File: config.mk
export PLATFORM = sky130hd
export DESIGN_NAME = swm_cell
export DESIGN_NICKNAME = d
export VERILOG_FILES = /design/src/design/swm_pkg.sv /design/src/design/swm_cell.sv
export SDC_FILE = /design/constraint.sdc
export NUM_CORES = 1
export LEC_CHECK = 0
export BUFFER_PORTS_ARGS = -buffer_cell sky130_fd_sc_hd__buf_2
export CORE_ASPECT_RATIO = 1.75
export CORE_MARGIN = 2
export CORE_UTILIZATION = 49
export CTS_CLUSTER_DIAMETER = 200
export DETAILED_ROUTE_END_ITERATION = 12
export GPL_TIMING_DRIVEN = 0
export HOLD_SLACK_MARGIN = 0.03
export PLACE_DENSITY = 0.89
export SLEW_MARGIN = 40
export SYNTH_ARGS = -nofsm -noshare
export SYNTH_HDL_FRONTEND = slang
export SYNTH_SLANG_ARGS = --single-unit
File: constraint.sdc
create_clock -name aclk -period 5.6 [get_ports aclk]
set_input_delay 0.56 -clock aclk [delete_from_list [all_inputs] [get_ports aclk]]
set_output_delay 0.56 -clock aclk [all_outputs]
set_load 0.01 [all_outputs]
File: src/design/swm_pkg.sv
// shared types and constants of the sliding window median filter
// no dependencies
package swm_pkg;

    localparam int DEF_MAX_WINDOW   = 64;
    localparam int DEF_SAMPLE_WIDTH = 32;
    localparam int PORT_BITS        = 32;
    localparam int CFG_BITS         = 7;

    // per-cell control for one update of the sorted chain
    typedef struct packed {
        logic load;
        logic shifted;
        logic in_window;
    } cell_ctl_t;

    // status of the output stage seen by the top level
    typedef struct packed {
        logic can_take;
    } out_stat_t;

endpackage

File: src/design/swm_cell.sv
// one cell of the sorted chain: holds one sample and its age
// depends on swm_pkg
module swm_cell #(
    parameter int SW = swm_pkg::DEF_SAMPLE_WIDTH,
    parameter int AW = 6
) (
    input  logic                    aclk,
    input  swm_pkg::cell_ctl_t      ctl,
    input  logic signed [SW-1:0]    sample,
    input  logic signed [SW-1:0]    up_value,
    input  logic [AW-1:0]           up_age,
    input  logic                    up_le,
    input  logic signed [SW-1:0]    dn_bval,
    input  logic [AW-1:0]           dn_bage,
    input  logic                    dn_leb,
    output logic signed [SW-1:0]    value,
    output logic [AW-1:0]           age,
    output logic                    le,
    output logic signed [SW-1:0]    bval,
    output logic [AW-1:0]           bage,
    output logic                    leb
);
    import swm_pkg::*;

    logic signed [SW-1:0] value_reg, value_next;
    logic [AW-1:0]        age_reg, age_next;

    assign value = value_reg;
    assign age   = age_reg;
    assign le    = (value_reg <= sample);

    // window after the eviction: take the upper neighbor above the removed entry
    assign bval = ctl.shifted ? up_value : value_reg;
    assign bage = ctl.shifted ? up_age : age_reg;
    assign leb  = ctl.in_window && (ctl.shifted ? up_le : le);

    always_comb begin
        if (leb) begin
            value_next = bval;
            age_next   = bage + AW'(1);
        end else if (dn_leb) begin
            value_next = sample;
            age_next   = '0;
        end else begin
            value_next = dn_bval;
            age_next   = dn_bage + AW'(1);
        end
    end

    always_ff @(posedge aclk) begin
        if (ctl.load) begin
            value_reg <= value_next;
            age_reg   <= age_next;
        end
    end

endmodule

Word-level counts from Yosys, hierarchy flattened --
Index checks and enable logic that the tools add are counted.
Cells by class: reductions and logical operators 1, muxes and demuxes 7, $lt $le $gt $ge 1, add/sub/neg operators 2
Operators by type and width (number):
- 2-to-1 mux 32 bit | 3
- less-or-equal comparator 32 bit | 1
- 2-to-1 mux 6 bit | 3
- adder 6 x 1 -> 6 bit (second input constant) | 2
- logical AND 1 bit | 1
- 2-to-1 mux 1 bit | 1
Word-level totals: register bits 38, input port bits 114, output and inout bits 78, word-level logic and storage cells 13

Logic depth before layout (Yosys ltp) --
word-level depth 4, depth in mapped cells 11, depth with buffers taken out 9

Worst setup path before layout --
No wires, ideal clock.
kind input port to output port, start input port sample[27], end output port leb, required time 5.040 ns, data arrival time 2.225 ns, path slack 2.815 ns, path buffers 2, cell stages on the path 10, cell sequence inv_1 > ha_1 > a21oi_1 > o21a_1 > a2bb2oi_2 > nand2_1 > a2111o_1 > a31oi_4 > buf_6 > buf_12
Between the ends: cells in the longest elaborated chain, start to end 3
RTL lines:
- start: declaration | RTL line swm_cell.sv:9 | input logic signed [SW-1:0] sample,
- less-or-equal comparator 32 bit | RTL line swm_cell.sv:30 | assign le = (value_reg <= sample);
- 2-to-1 mux 1 bit | RTL line swm_cell.sv:35 | assign leb = ctl.in_window && (ctl.shifted ? up_le : le);
- logical AND 1 bit | RTL line swm_cell.sv:35
- end: declaration | RTL line swm_cell.sv:21 | output logic leb
No other way between the ends.

Worst setup path after layout --
start register value_reg[9], in the netlist value[9], end output port leb
Between the ends: cells in the longest elaborated chain, start to end 3
RTL lines:
- start: declaration | RTL line swm_cell.sv:25 | logic signed [SW-1:0] value_reg, value_next;
- start signal: assignment | RTL line swm_cell.sv:52 | value_reg <= value_next;
- less-or-equal comparator 32 bit | RTL line swm_cell.sv:30
- 2-to-1 mux 1 bit | RTL line swm_cell.sv:35
- logical AND 1 bit | RTL line swm_cell.sv:35
No other way between the ends.

==> out/metrics.csv <==
metric;value;unit
status;finished clean;
fin crit share;58.60;%
routed wire length per instance;15.86;um
area share of the largest cell type after synthesis;32.72;%
CTS sink count;38;
clock tree buffer depth;2;
clk slew on worst S/H paths;0.06;ns
sw frac;30.02;%
VDD IR max;0.1922;mV
P_int;0.0007066;W
Slowest-stage cell, CP;edfxtp_1;
crit path launch type;flip-flop;
first-pass detailed-route iteration total;4;
Final ANT Viol Nets;0;
skew final;0.007637;ns
Crit. End Element;output pin;
worst skew pair latency;0.28;ns
PwrDens;215.6;mW/mm^2
root buffer cell;clkbuf_16;
most frequent cells in the layout;189 x buf_2, 98 x mux2_2, 38 x edfxtp_1, 35 x inv_1, 34 x ha_1;
fmax;304.7;MHz
sequential power share;36.9;%
Seq/Total Area, Yosys;32.72;%
CTS tree;built;
CP cell instances;ha_1, nand2_1, nor2_1, nor4b_1, nand3_1, and3_2, a31oi_4, buf_6, buf_12, buf_2;
# hold bufs at CTS;0;
port bufs;190;
die height;115.6;um
Fin. Hold Viols;0;
Global Route Usage Sum;23.35;%
fill count;525;
I/O pin count;192;
nets@finish;652;
slew margin rel.;56.91;%
Final setup viols;0;
Clk network pwr share;26.9;%
post-DR vias/cell;5.301;
drt drc;0;
H-tree lvl count;2;
synthesized instance count;307;
Gates resized, CTS repair;0;
RSZ-0062 raised after global routing;false;
Post-CTS Setup Bufs;0;
Slew @ Worst Pin;0.6464;ns
Final Wtd Congestion;0.7830;
post-layout min period;3.281;ns
routed vias;3122;
worst-path maximum fanout;10;
YS warnings;0;
die area;0.007834;sq mm
post-synth cell types;35;
vias in the first global route;3182;
Cell Rows;40;
largest area contributor in the netlist;edfxtp_1;
Core ar.;0.006857;sq mm
Crit path depth;10;
worst slack, placed;2.318;ns
total CTS buffers;5;
Final TNS setup;0;ns
Worst Setup Slack, final;2.319;ns
largest stage delay on the critical path;0.44;ns
first-pass GRT wire length;13990;um
FF+latch count, synth;38;
Netlist Area Pre-Place;0.003487;sq mm
commonest non-fill, non-tap cell in the layout;buf_2;
diodes inserted;0;
synth top area cells;edfxtp_1 33%, mux2_2 32%, ha_1 12%, inv_1 3.8%, mux2_4 3.4%;
Reg2Reg Depth;10;
initial DRC count;47;
leakage;2.281;nW
share of layout cells above drive strength 1;61.58;%
Syn-to-layout area delta;34.30;%
critical path's top delay family;simple AND/OR/NAND/NOR gates;
NetSw;0.0003032;W
Post-Route WL;9343;um
Post-Syn Nets;455;
max-slew violations;0;
largest net degree at the start of global routing;39;
Multi-input gate area;0.002138;sq mm
Final Util;68.30;%
DP HPWL;7760;um
Hold Crit Depth;3;
number of max-cap violations;0;
Congestion Overflow GR;0;
reg2reg setup slack;2.74;ns
combinational share of power;36.2;%
critical path type;flip-flop to output pin;
WP buf/inv;3;
Starting Density;50.86;%
Avg Cell Area, Syn;11.36;sq um
register area;0.001141;sq mm
Worst Path Arrival;2.72;ns
Die W;67.77;um
Hold WC Path Type;input pin to flip-flop;
WP data required;5.04;ns
max reg flops;32;
initial antenna violation count;0;
-- cell families (layout without fill, tap and decap cells) --
logic type	Yosys count	count (layout)	share of synthesized area, %
adder cells (fa/ha/maj)	34	34	12.20
AO/OA/AOI/OAI	28	28	5.203
flip-flops	38	38	32.72
AND/OR/NAND/NOR	45	45	6.531
buffers and inverters	47	245	5.956
multiplexers	107	107	35.38
XOR/XNOR	8	8	2.009
-- synth_stat cells --
library cell / instances
mux2_2: 98
edfxtp_1: 38
inv_1: 35
ha_1: 34
a21oi_1: 15
nand2_1: 13
nor2_1: 9
mux2_4: 8
nand3_1: 8
clkbuf_1: 7
nand4_1: 5
o21ai_0: 5
xor2_1: 5
xnor2_1: 3
and3_1: 2
buf_4: 2
o21ai_1: 2
a2111o_1: 1
a211o_1: 1
a2bb2oi_2: 1
a31oi_4: 1
and3_2: 1
and4_1: 1
buf_1: 1
buf_12: 1
buf_6: 1
mux2i_1: 1
nand2b_1: 1
nor2b_1: 1
nor3_1: 1
nor4_2: 1
nor4b_1: 1
o211ai_1: 1
o21a_1: 1
or2_2: 1
-- metal layers --
| layer | up-vias | GRT usage, % | part of all wire, % |
|---|---|---|---|
| met2 | 116 | 44.58 | 56 |
| met4 | 0 | 10.13 | 3.3 |
| met5 | - | 0 | 0 |
| met3 | 22 | 2.913 | 4.8 |
| li1 | 1522 | - | - |
| met1 | 1462 | 24.50 | 36 |
-- worst min-delay path, delay by kind of cell --
kind	cells	cell delay, ns
muxes	2	0.26
buffers and inverters	1	0.07
-- through the flow --
| stage | power (W) | std cells | hold WS, ns | area, sq um |
|---|---|---|---|---|
| floorplan | 0.0006003 | 307 | 0.6725 | 3487 |
| global placement | 0.0007306 | 581 | 0.7339 | 4543 |
| detailed placement | 0.0007458 | 581 | 0.7545 | 4543 |
| CTS | 0.001017 | 589 | 0.7093 | 4681 |
| global route | 0.001066 | 589 | 0.7228 | 4683 |
| finish | 0.001010 | 589 | 0.7117 | 4683 |
-- power groups by stage --
stage               combinational, W  sequential, W  clock, W
finish                      0.000365       0.000373  0.000272
global route                0.000401       0.000376  0.000288
CTS                         0.000368       0.000373  0.000276
detailed placement          0.000367       0.000379         0
global placement            0.000354       0.000377         0
floorplan                   0.000212       0.000388         0
-- final cells by class --
class	instances	share of cell area, %
plain buffers	12	1.630
clock buffers	6	2.752
clock inverters	2	0.1870
inverters	35	2.805
multi-input cells	222	45.66
flip-flops and latches	38	24.37
well taps	84	2.244
repair buffers	190	20.36
-- worst paths after layout --
kind                             startpoint   endpoint
worst max register to register     value[9]  value[28]
worst max-delay path               value[9]        leb
worst min register to register    value[14]  value[14]
worst min-delay path            dn_bval[27]  value[27]
No activity file was read; power rests on OpenSTA's default activity.
