### src/design/swm_pkg.sv
// shared types and constants of the sliding window median filter
// no dependencies
package swm_pkg;

    localparam int DEF_MAX_WINDOW   = 64;
    localparam int DEF_SAMPLE_WIDTH = 32;
    localparam int PORT_BITS        = 32;
    localparam int CFG_BITS         = 7;

    // per-cell control for one update of the sorted chain
    typedef struct packed {
        logic load;
        logic shifted;
        logic in_window;
    } cell_ctl_t;

    // status of the output stage seen by the top level
    typedef struct packed {
        logic can_take;
    } out_stat_t;

endpackage

### src/design/swm_out.sv
// output stage: holds the two middle values, averages them, output register
// depends on swm_pkg
module swm_out #(
    parameter int SW = swm_pkg::DEF_SAMPLE_WIDTH
) (
    input  logic                              aclk,
    input  logic                              aresetn,
    input  logic                              load,
    input  logic signed [SW-1:0]              lo,
    input  logic signed [SW-1:0]              hi,
    output swm_pkg::out_stat_t                stat,
    output logic                              m_valid,
    input  logic                              m_ready,
    output logic signed [swm_pkg::PORT_BITS-1:0] m_median
);
    import swm_pkg::*;

    logic                 mid_valid_reg, mid_valid_next;
    logic signed [SW-1:0] lo_reg, hi_reg;
    logic                 m_valid_reg, m_valid_next;
    logic signed [PORT_BITS-1:0] m_median_reg;
    logic signed [SW:0]   sum;
    logic signed [SW:0]   half;
    logic                 out_free;

    assign out_free      = !m_valid_reg || m_ready;
    assign stat.can_take = !mid_valid_reg || out_free;

    // mean rounded toward zero: bump negative sums before the shift
    assign sum  = (SW+1)'(lo_reg) + (SW+1)'(hi_reg);
    assign half = (sum + (SW+1)'(sum[SW])) >>> 1;

    always_comb begin
        mid_valid_next = mid_valid_reg;
        if (load) begin
            mid_valid_next = 1'b1;
        end else if (out_free) begin
            mid_valid_next = 1'b0;
        end
        m_valid_next = out_free ? mid_valid_reg : m_valid_reg;
    end

    always_ff @(posedge aclk) begin
        if (!aresetn) begin
            mid_valid_reg <= 1'b0;
            m_valid_reg   <= 1'b0;
        end else begin
            mid_valid_reg <= mid_valid_next;
            m_valid_reg   <= m_valid_next;
        end
    end

    always_ff @(posedge aclk) begin
        if (load) begin
            lo_reg <= lo;
            hi_reg <= hi;
        end
        if (out_free && mid_valid_reg) begin
            m_median_reg <= PORT_BITS'(signed'(half[SW-1:0]));
        end
    end

    assign m_valid  = m_valid_reg;
    assign m_median = m_median_reg;

endmodule

### config.mk
export PLATFORM = sky130hd
export DESIGN_NAME = swm_out
export DESIGN_NICKNAME = d
export VERILOG_FILES = /design/src/design/swm_pkg.sv /design/src/design/swm_out.sv
export SDC_FILE = /design/constraint.sdc
export NUM_CORES = 1
export LEC_CHECK = 0
export BUFFER_PORTS_ARGS = -buffer_cell sky130_fd_sc_hd__buf_2
export CAP_MARGIN = 10
export CELL_PAD_IN_SITES_DETAIL_PLACEMENT = 0
export CELL_PAD_IN_SITES_GLOBAL_PLACEMENT = 1
export CORE_MARGIN = 2
export CORE_UTILIZATION = 41
export CTS_CLUSTER_SIZE = 8
export DETAILED_ROUTE_END_ITERATION = 12
export PLACE_DENSITY_LB_ADDON = 0.1
export SETUP_SLACK_MARGIN = 0.02
export SYNTH_ARGS = -nofsm -noshare
export SYNTH_HDL_FRONTEND = slang
export SYNTH_SLANG_ARGS = --single-unit
### constraint.sdc
create_clock -name aclk -period 3.2 [get_ports aclk]
set_input_delay 0.16 -clock aclk [delete_from_list [all_inputs] [get_ports aclk]]
set_output_delay 0.16 -clock aclk [all_outputs]
set_load 0.01 [all_outputs]
**Word level (Yosys, flattened, before mapping)**

Index checks and enable logic that the tools add are counted.

- $add $sub $neg: 2
- Multiplexer cells: 2
- Reduce and logical (&&, ||, !) cells: 6

Operators with widths:

| cell | number |
|---|---|
| $add 32x32->33 | 1 |
| $add 33x1->33 | 1 |
| $logic_not 1->1 | 2 |
| $logic_or 1x1->1 | 2 |
| $mux 1 | 2 |
| $reduce_bool 2->1 | 1 |
| $logic_and 1x1->1 | 1 |

- Register bits after elaboration: 98
- Bits of input ports: 68
- Output and inout port bits: 34
- Logic and storage cells: 15

**Logic depth before layout (Yosys ltp)**

Gate-level depths: netlist (run 1).

- Word-level depth: 4
- Depth in mapped cells: 16
- Gate-level depth less buffers: 16

**Worst setup path before layout (run 1)**

No wires, ideal clock.

- Kind: register -> register
- Start point: register lo_reg[1]
- End point: register m_median_reg[26] (netlist: m_median[26]), data pin
- Setup time: 0.267 ns
- Data arrival time: 3.030 ns
- Data required time: 2.933 ns
- Setup slack: -0.098 ns
- Cell stages (with the launch flop): 12
- Buffers on the path: 0
- Clock period less this slack: 3.298 ns
- Path through: edfxtp_1 ha_1 a211o_1 a221o_2 a221oi_1 o211ai_1 xor2_1 nand4_1 or3_4 nor3_4 nand2_1 xor2_1

- Word-level cells in the longest chain between the ends: 2

RTL lines:

| item | line | RTL |
|---|---|---|
| from (decl) | swm_out.sv:19 | `logic signed [SW-1:0] lo_reg, hi_reg;` |
| from (signal assigned) | swm_out.sv:55 | `lo_reg <= lo;` |
| $add 32x32->33 | swm_out.sv:30 | `assign sum = (SW+1)'(lo_reg) + (SW+1)'(hi_reg);` |
| $add 33x1->33 | swm_out.sv:31 | `assign half = (sum + (SW+1)'(sum[SW])) >>> 1;` |
| net half[26] | swm_out.sv:23 | `logic signed [SW:0] half;` |
| to (signal assigned) | swm_out.sv:59 | `m_median_reg <= PORT_BITS'(signed'(half[SW-1:0]));` |
| to (decl) | swm_out.sv:21 | `logic signed [PORT_BITS-1:0] m_median_reg;` |

The timed path passes the listed nets, and every way through them passes these cells.
A chain may end at the register's enable or synchronous reset.

**Final worst setup path (run 1)**

Same ends and word-level chain as after synthesis.

==> results of run 1 <==
-- where the power goes --
part | switching, W | total (W) | internal (W)
clock | 0.000441 | 0.00120 | 0.000755
sequential | 0.0000309 | 0.00160 | 0.00157
combinational | 0.000853 | 0.00172 | 0.000868
-- worst max path at each step --
stage	startpoint	to	slack, ps	cells after the start
floorplan	lo_reg[15]	m_median[27]	2	15
global placement	lo_reg[0]	m_median[27]	-200	16
global route	lo_reg[1]	m_median[30]	-360	11
detailed placement	hi_reg[0]	m_median[31]	-250	16
CTS	hi_reg[0]	m_median[26]	-200	15
finish	lo_reg[1]	m_median[26]	-150	11
-- cells by family (layout without fill, tap and decap cells) --
| group | count (synthesis) | after routing | share of synthesized area (%) |
|---|---|---|---|
| AOI/OAI and AO/OA | 118 | 118 | 13.6 |
| xor gates and xnor gates | 55 | 55 | 8.41 |
| adders and majority gates | 35 | 35 | 7.65 |
| buffers and inverters | 24 | 327 | 4.39 |
| DFF | 98 | 98 | 50.2 |
| and+or+nand+nor | 162 | 162 | 15.7 |
-- metal layers --
layer  up-vias  share of wire, %
li1       2449                 -
met3         8               3.9
met2        99                46
met5         -                 0
met1      2196                49
met4         0              0.86
-- cells in the mapped netlist, drive strengths merged (7+ instances only) --
master  instances  area, um^2
nand3          19         110
or3             8        56.3
nand2          50         190
nor3           12        87.6
o211ai          7        52.6
xnor2          36         323
ha             34         425
o21a           10        76.3
inv            12        45.0
edfxtp         96        2880
and2            9        61.3
xor2           19         166
nand4          11        68.8
a21oi          37         189
o21ai          29         156
nor2           22        82.6
-- final cells by class --
class	count	share of cell area [%]
Sequential cell	98	34.1
Multi-Input combinational cell	370	33.7
Clock inverter	7	1.26
Clock buffer	9	2.63
Inverter	12	0.525
Tap cell	180	2.63
Timing Repair Buffer	299	25.2
-- stage by stage --
stage	utilization, %	power, W	setup WS [ps]	std cells	instance area, um^2
after floorplan	-	0.00252	2.06	492	5850
after global placement	52.3	0.00312	-197	879	7260
after detailed placement	52.3	0.00313	-246	879	7260
after CTS	60.7	0.00448	-198	967	8420
after global routing	61.8	0.00479	-356	975	8570
final	61.8	0.00452	-145	975	8570
-- cells in the final DEF (no fill, tap or decap), types with 9 or more instances in the layout --
master         count
buf_4            132
buf_2            101
edfxtp_1          96
dlygate4sd3_1     64
nand2_1           47
xnor2_1           32
ha_1              31
a21oi_1           30
o21ai_0           25
nor2_1            17
xor2_1            17
inv_1             11
nand4_1           11
nand3_1           11
o21a_1             9
clkbuf_16          9
-- timing repair --
item                                    in CTS  in global routing
setup buffers                                8                  9
gates resized for setup                     28                 21
endpoints found under the setup margin      18                 20
hold buffers                                64                  0
endpoints found under the hold margin       64                  0
pin swaps                                   16                 21
==> flow_metrics.tcl, run 1 <==
set metrics [dict create \
    path_buf_inv 0 \
    grt_first_pass_wirelength_um 22600 \
    cts_tree "yes" \
    yosys_warnings 0 \
    post-route-drc-count 0 \
    fin_crit_sh_pct 105 \
    peakVddDrop_v 0.000308 \
    synth_cell_types 71 \
    crit_type "register to register" \
    clock_path_buffers 2 \
    crit_family "compound AO/OA/AOI/OAI gates" \
    synth_nets 595 \
    min_path_cells 2 \
    coreArea_um2 13900 \
    die-area_um2 15200 \
    clk_pin_slew_ps 70 \
    postSynthAreaPerCell_um2 11.8 \
    antenna_found_initial 0 \
    clock_latency_ps 350 \
    grtUsageTotal_pct 19.3 \
    syn_inst 492 \
    die_height_um 123 \
    globalplace.congestion 0.827 \
    grt-busiest-layer "met2" \
    synth-edff-count 96 \
    report.final.slew_viol_count 0 \
    drt-pass1-iter-count 4 \
    drv_cap 0 \
    violations "negative setup slack" \
    hold_path.class "input port to register" \
    endpoint_kind "register" \
    drtAntennaViolNets 0 \
    regArea_um2 2920 \
    crit_required_ps 3300 \
    setup_viol 10 \
    ioPinCount 102 \
    clock-sinks 98 \
    hp-start "aresetn" \
    outcome "finished, violations left" \
    num-nets-final 893 \
    start_util_pct 41.9 \
    hold_viol_final 0 \
    use_met3_pct 3.64 \
    wl_per_cell_um 14.2 \
    cpMostUsedCell "xor2_1" \
    ff2ff_setup_slack_ps -150 \
    netlist_area_um2 5820 \
    multi_input_area_um2 2890 \
    place.port_buffers 101 \
    grtUsageMet1_pct 27.6 \
    placementRows 43 \
    async_reset_ff_share_pct 0 \
    ys_seq_area_share_pct 50.2 \
    syn_to_final_growth_pct 47.3 \
    fp.dieW_um 123 \
    vias 4752 \
    critPathLaunchType "register" \
    drt_iter0_drc 232 \
    crit_fanout 4 \
    critical_path.cell_chain "ha_1, a211o_1, a221o_2, a221oi_4, o211ai_1, xor2_1, nand4_1, or3_4, nor3_4, nand2_1, xor2_1" \
    slew_headroom_pct 60.5 \
    fillers 1176 \
    ys.flop_type "edfxtp_1" \
    tightest_slew_ps 592 \
    root_buffer "clkbuf_16" \
    drive_gt1_share_pct 40.8 \
    grt_max_degree 50 \
    whs_ps 31.3 \
    arrival_ps 3450 \
    r2r_start "lo_reg[1]" \
    fin_crit_ps 3350 \
    grt_overflow 0 \
    cellPowerDensity_nw_per_um2 527 \
    critPathMaxStageDelay_ps 400 \
    cpMaxStageDelayCell "a221o_2" \
    rsz0062_at_grt "true" \
    synth-seq-cells 98 \
    h-tree-depth 3 \
    reg2reg_to "m_median[26]" \
    met2_usage_pct 30.6 \
    timing.final.ws_setup_ps -145 \
    wl_um 13800 \
    tritoncts.num_buffers 9 \
    place_hpwl_um 10600 \
    rr_worst_depth 11 \
    tns_ps -970 \
    leakage_nw 3.48 \
    insertedDiodeCount 0 \
    grt_pass1_vias 4777 \
    hold_end "m_valid" \
    skew_ps 9.70 \
    routed_via_density 4.87 \
    max_freq_mhz 299 \
]
No activity file was read; power rests on OpenSTA's default activity.
==> run 2, diff against run 1 <==
--- a/config.mk
+++ b/config.mk
@@ -5,14 +5,16 @@
 export SDC_FILE = /design/constraint.sdc
 export NUM_CORES = 1
 export LEC_CHECK = 0
+export ABC_AREA = 1
 export BUFFER_PORTS_ARGS = -buffer_cell sky130_fd_sc_hd__buf_2
 export CAP_MARGIN = 10
 export CELL_PAD_IN_SITES_DETAIL_PLACEMENT = 0
 export CELL_PAD_IN_SITES_GLOBAL_PLACEMENT = 1
 export CORE_MARGIN = 2
-export CORE_UTILIZATION = 41
+export CORE_UTILIZATION = 38
 export CTS_CLUSTER_SIZE = 8
 export DETAILED_ROUTE_END_ITERATION = 12
+export HOLD_SLACK_MARGIN = 0.12
 export PLACE_DENSITY_LB_ADDON = 0.1
 export SETUP_SLACK_MARGIN = 0.02
 export SYNTH_ARGS = -nofsm -noshare
==> run 2 against run 1 <==
Against the previous run: the run now ends clean; sequential share of layout area decreased by 2.8 points; global-route usage increased by 0.26 points; total power decreased by 3.4%; critical path type unchanged; critical endpoint is now m_median[19].
==> flow_metrics.tcl, run 2 <==
set metrics [dict create \
    routed_via_density 4.41 \
    fp.dieW_um 139 \
    critPathMaxStageDelay_ps 370 \
    fin_crit_ps 2960 \
    tightest_slew_ps 662 \
    r2r_start "lo_reg[0]" \
    grt_max_degree 35 \
    hold_path.class "input port to register" \
    cpMaxStageDelayCell "fa_2" \
    post-route-drc-count 0 \
    layout_commonest_cell "nand2_1" \
    place.port_buffers 101 \
    critPathLaunchType "register" \
    synth-edff-count 96 \
    endpoint_kind "register" \
    ys.flop_type "edfxtp_1" \
    h-tree-depth 3 \
    drtAntennaViolNets 0 \
    clock_path_buffers 2 \
    synth_area_leaders "edfxtp_1 (42%), nand2_1 (19%), inv_1 (10%), ha_1 (6.1%), nand3_1 (4.4%)" \
    cp-endpoint "m_median[19]" \
    tritoncts.num_buffers 9 \
    outcome "complete, no violations" \
    leakage_nw 4.69 \
    arrival_ps 3070 \
    ys_seq_area_share_pct 42.2 \
    fin_area_um2 9340 \
    synth_top_area_share_pct 41.6 \
    cellPowerDensity_nw_per_um2 468 \
    num-nets-final 1273 \
    critPathLaunch "lo_reg[0]" \
    postSynthAreaPerCell_um2 7.36 \
    rr_worst_depth 23 \
    clk_pin_slew_ps 70 \
    grt_pass1_vias 6006 \
    drt-pass1-iter-count 4 \
    root_buffer "clkbuf_16" \
    reg2reg_to "m_median[19]" \
    placed_area_um2 8010 \
    synth_largest_area_cell "edfxtp_1" \
    yosys_warnings 0 \
    async_reset_ff_share_pct 0 \
    skew_ps 9.41 \
    globalplace.congestion 0.888 \
    synth_nets 1043 \
    crit_fanout 5 \
    crit_type "register to register" \
    report.final.slew_viol_count 0 \
    max_freq_mhz 338 \
    rsz0062_at_grt "true" \
    clock_latency_ps 350 \
    placementRows 49 \
    start_util_pct 38.7 \
    drt_iter0_drc 293 \
    wl_um 18500 \
    coreArea_um2 17900 \
    crit_required_ps 3310 \
    antenna_found_initial 0 \
    die-area_um2 19300 \
    clock-sinks 98 \
    insertedDiodeCount 0 \
    critical_path.cell_chain "ha_2, inv_2, fa_2, inv_2, nand2_2, nand2_4, nand3_4, nand2_4, nand2_4, nand2_2, nand2_2, nand3_2, nand2_4, nor2_4, ha_2, inv_2, nor2_4, nand2_2, nor2_4, nand3_4, nor2_4, buf_4, xor2_1" \
    drv_cap 0 \
    grt_first_pass_wirelength_um 29900 \
    layout_common_cells "nand2_1 (343), inv_1 (180), buf_2 (101)" \
    syn_inst 940 \
    slew_headroom_pct 55.9 \
    power.total_w 0.00437 \
    syn_to_final_growth_pct 35.0 \
    fin_crit_sh_pct 92.4 \
    ioPinCount 102 \
    synth_commonest_cells "nand2_1 (353), inv_1 (184), edfxtp_1 (96), nor2_1 (81), nand3_1 (61)" \
    hold_viol_final 0 \
    fillers 1785 \
    grt_overflow 0 \
    die_height_um 139 \
    grtUsageTotal_pct 19.6 \
    netlist_area_um2 6920 \
    wl_per_cell_um 13.1 \
    synth_cell_types 29 \
    synth-seq-cells 98 \
    ff2ff_setup_slack_ps 240 \
    place_hpwl_um 14800 \
    vias 6185 \
    setup_viol 0 \
    drive_gt1_share_pct 23.0 \
    cts_tree "yes" \
    peakVddDrop_v 0.000260 \
    synth.most_common_cell "nand2_1" \
]
[run 2: what timing repair did]
item,4_1_cts,5_1_grt
hold buffers,67,0
gates resized for setup,2,50
pin swaps,3,21
hold endpoints to repair,66,0
buffers inserted,2,10
endpoints found under the setup margin,5,15
[run 2: kinds of logic (layout without fill, tap and decap cells)]
family          Yosys count  after routing  share of synthesized area (%)
simple gates            579            579                           36.7
flops                    98             98                           42.2
buf+inv                 186            421                           10.1
compound gates           19             19                           1.48
fa+ha+maj                35             35                           6.43
xor+xnor                 23             23                           3.13
[run 2: final cells by class]
| cell class | count | area, um^2 | share of cell area, % |
|---|---|---|---|
| inverter | 186 | 698 | 7.47 |
| sequential | 98 | 2920 | 31.3 |
| clock inverter | 7 | 73.8 | 0.790 |
| timing repair buffer | 219 | 1560 | 16.7 |
| tap | 229 | 287 | 3.07 |
| clock buffer | 9 | 225 | 2.41 |
| multi-input combinational | 656 | 3580 | 38.3 |
[run 2: worst min-delay path by stage]
stage	cells past startpoint	slack (ps)	startpoint	end
after floorplan	0	260	hi[0]	hi_reg[0]
after global placement	1	340	lo[4]	lo_reg[4]
after detailed placement	1	340	hi[20]	hi_reg[20]
after CTS	1	380	load	hi_reg[24]
after global routing	1	420	load	lo_reg[24]
final	1	380	load	lo_reg[24]
[run 2: routing by layer]
metal,share of wire [%],vias up,GRT usage [%]
li1,-,3375,-
met1,49,2695,26.9
met2,46,101,32.5
met3,3.5,14,3.00
met4,1.1,0,5.00
met5,0,-,0
[run 2: per-stage QoR]
stage               setup TNS (ps)  utilization [%]  worst slack [ps]  hold WS [ps]  cells
CTS                              0             50.3              40.1           375   1394
detailed placement           -33.2             44.7             -12.7           338   1309
global placement                 0             44.7               111           336   1309
floorplan                        0                -               234           259    940
global route                 -12.4             52.2             -9.25           423   1404
finish                           0             52.2               244           376   1404
[run 2: report_power, final]
part	switching, W	internal [W]	total, W
Sequential	0.0000420	0.00156	0.00160
Combinational	0.00102	0.000628	0.00164
Clock	0.000507	0.000613	0.00112
[run 2: critical path: cells and delay by family, from the launching register on]
family / cells / cell delay [ps]
flip-flops: 1 / 340
XOR/XNOR: 1 / 50
adder cells (fa/ha/maj): 3 / 740
buffers and inverters: 4 / 300
AND/OR/NAND/NOR: 15 / 1280
==> run 3, diff against run 2 <==
--- a/config.mk
+++ b/config.mk
@@ -10,7 +10,7 @@
 export CAP_MARGIN = 10
 export CELL_PAD_IN_SITES_DETAIL_PLACEMENT = 0
 export CELL_PAD_IN_SITES_GLOBAL_PLACEMENT = 1
-export CORE_MARGIN = 2
+export CORE_MARGIN = 4
 export CORE_UTILIZATION = 38
 export CTS_CLUSTER_SIZE = 8
 export DETAILED_ROUTE_END_ITERATION = 12
==> run 3 against run 2 <==
Against the previous run: critical path depth fell by 5; worst hold slack got worse by 120 ps; clock power fell by 12%; critical path type unchanged; register-to-register slack got worse by 30 ps.
==> flow_metrics.tcl, run 3 (synthesized netlist as in run 2, its figures left out) <==
set metrics [dict create \
    dp_slack_ps -31.6 \
    grt_max_degree 49 \
    tritoncts.num_buffers 9 \
    layout_commonest_cell "nand2_1" \
    layout_common_cells "nand2_1 (346), inv_1 (182), buf_2 (101)" \
    rsz0062_at_grt "true" \
    routed_via_density 4.41 \
    grt_pass1_vias 5854 \
    antenna_found_initial 0 \
    drive_gt1_share_pct 21.6 \
    fin_area_um2 9160 \
    report.final.slew_viol_count 0 \
    clock_path_buffers 2 \
    critPathLaunchType "register" \
    root_buffer "clkbuf_16" \
    crit_type "register to register" \
    insertedDiodeCount 0 \
    hold_path.class "input port to register" \
    instances_no_fill 1394 \
    skew_ps 12.7 \
    placementRows 49 \
    multi_input_area_um2 3500 \
    die_height_um 143 \
    ioPinCount 102 \
    regArea_um2 2920 \
    grt_first_pass_wirelength_um 29000 \
    start_util_pct 38.5 \
    peakVddDrop_v 0.000277 \
    placed_area_um2 7970 \
    drv_cap 0 \
    dp.cells 1304 \
    post-route-drc-count 0 \
    place.port_buffers 101 \
    fin_crit_sh_pct 93.5 \
    setup_viol 0 \
    crit_required_ps 3310 \
    timing.final.ws_setup_ps 209 \
    hold_viol_final 0 \
    grtUsageTotal_pct 18.4 \
    leakage_nw 4.61 \
    drt-pass1-iter-count 4 \
    tightest_slew_ps 559 \
    coreArea_um2 18000 \
    die-area_um2 20400 \
    clock-sinks 98 \
    drt_iter0_drc 248 \
    crit_fanout 5 \
    h-tree-depth 3 \
    wl_um 18100 \
    fin_crit_ps 2990 \
    place_hpwl_um 14700 \
    syn_to_final_growth_pct 32.2 \
    drtAntennaViolNets 0 \
    cellPowerDensity_nw_per_um2 458 \
    wl_per_cell_um 13.0 \
    fillers 1807 \
    globalplace.congestion 0.903 \
    grt_overflow 0 \
    max_freq_mhz 334 \
    cts_tree "yes" \
    fp.dieW_um 143 \
    arrival_ps 3100 \
    outcome "complete, no violations" \
    vias 6147 \
    clk_pin_slew_ps 70 \
    slew_headroom_pct 62.7 \
    clock_latency_ps 350 \
    num-nets-final 1264 \
    endpoint_kind "register" \
]
run 3: cell count changes in the layout (fill, tap and decap cells not counted), sizes merged:
cell / change
bufinv: -1
clkinv: +1
inv: -3
buf: -9
clkinvlp: +2
run 3: metal layers:
metal / wire [um] / vias up / part of all wire (%) / track usage (%)
met4: 202 / 0 / 1.1 / 3.40
met5: 0 / - / 0 / 0
li1: - / 3363 / - / -
met2: 8310 / 111 / 46 / 30.5
met3: 873 / 12 / 4.8 / 3.15
met1: 8700 / 2661 / 48 / 25.5
run 3: critical path: stages, from the launching register on:
cell	delay [ps]
edfxtp_1	380
ha_1	360
inv_1	80
nor3_1	290
and2_4	220
and2_4	150
nand2_2	70
nand3_2	70
nand2_2	70
nor2_4	90
ha_2	180
inv_1	50
nor2_2	100
nand2_2	90
nor2_4	140
nand3_4	100
nor2_4	140
buf_4	130
xor2_1	50
run 3: metrics by stage:
stage | total power [W] | hold slack [ps] | TNS [ps] | util (%)
finish | 0.00419 | 258 | 0 | 51.0
floorplan | 0.00260 | 259 | 0 | -
detailed placement | 0.00309 | 338 | -89.4 | 44.4
global route | 0.00450 | 272 | -90.2 | 51.0
CTS | 0.00415 | 264 | 0 | 49.7
global placement | 0.00309 | 336 | 0 | 44.4
run 3: final cells by class:
cell class	instances	area share (%)
Clock buffer	9	2.46
Clock inverter	6	0.383
Inverter	186	7.63
Timing Repair Buffer	210	16.3
Multi-Input combinational cell	656	38.2
Tap cell	229	3.13
Sequential cell	98	31.9
run 3: where the power goes:
part / switching [W] / leakage (nW) / internal, W
clock network: 0.000472 / 0.120 / 0.000516
logic: 0.00100 / 3.54 / 0.000603
registers: 0.0000358 / 0.942 / 0.00156
run 3: worst paths after layout:
kind                       from             to  slack [ps]  depth (start not counted)
setup / recovery     lo_reg[30]   m_median[19]         210                         18
hold / removal             load  mid_valid_reg         260                          3
setup reg to reg     lo_reg[30]   m_median[19]         210                         18
hold reg to reg   mid_valid_reg  mid_valid_reg         500                          2
run 3: what timing repair did:
action | CTS | global route
resized for setup | 2 | 41
hold buffers | 67 | 0
buffers inserted | 2 | 6
hold endpoints to repair | 66 | 0
cloned | 0 | 0
endpoints found under the setup margin | 5 | 13
pin swaps | 3 | 16
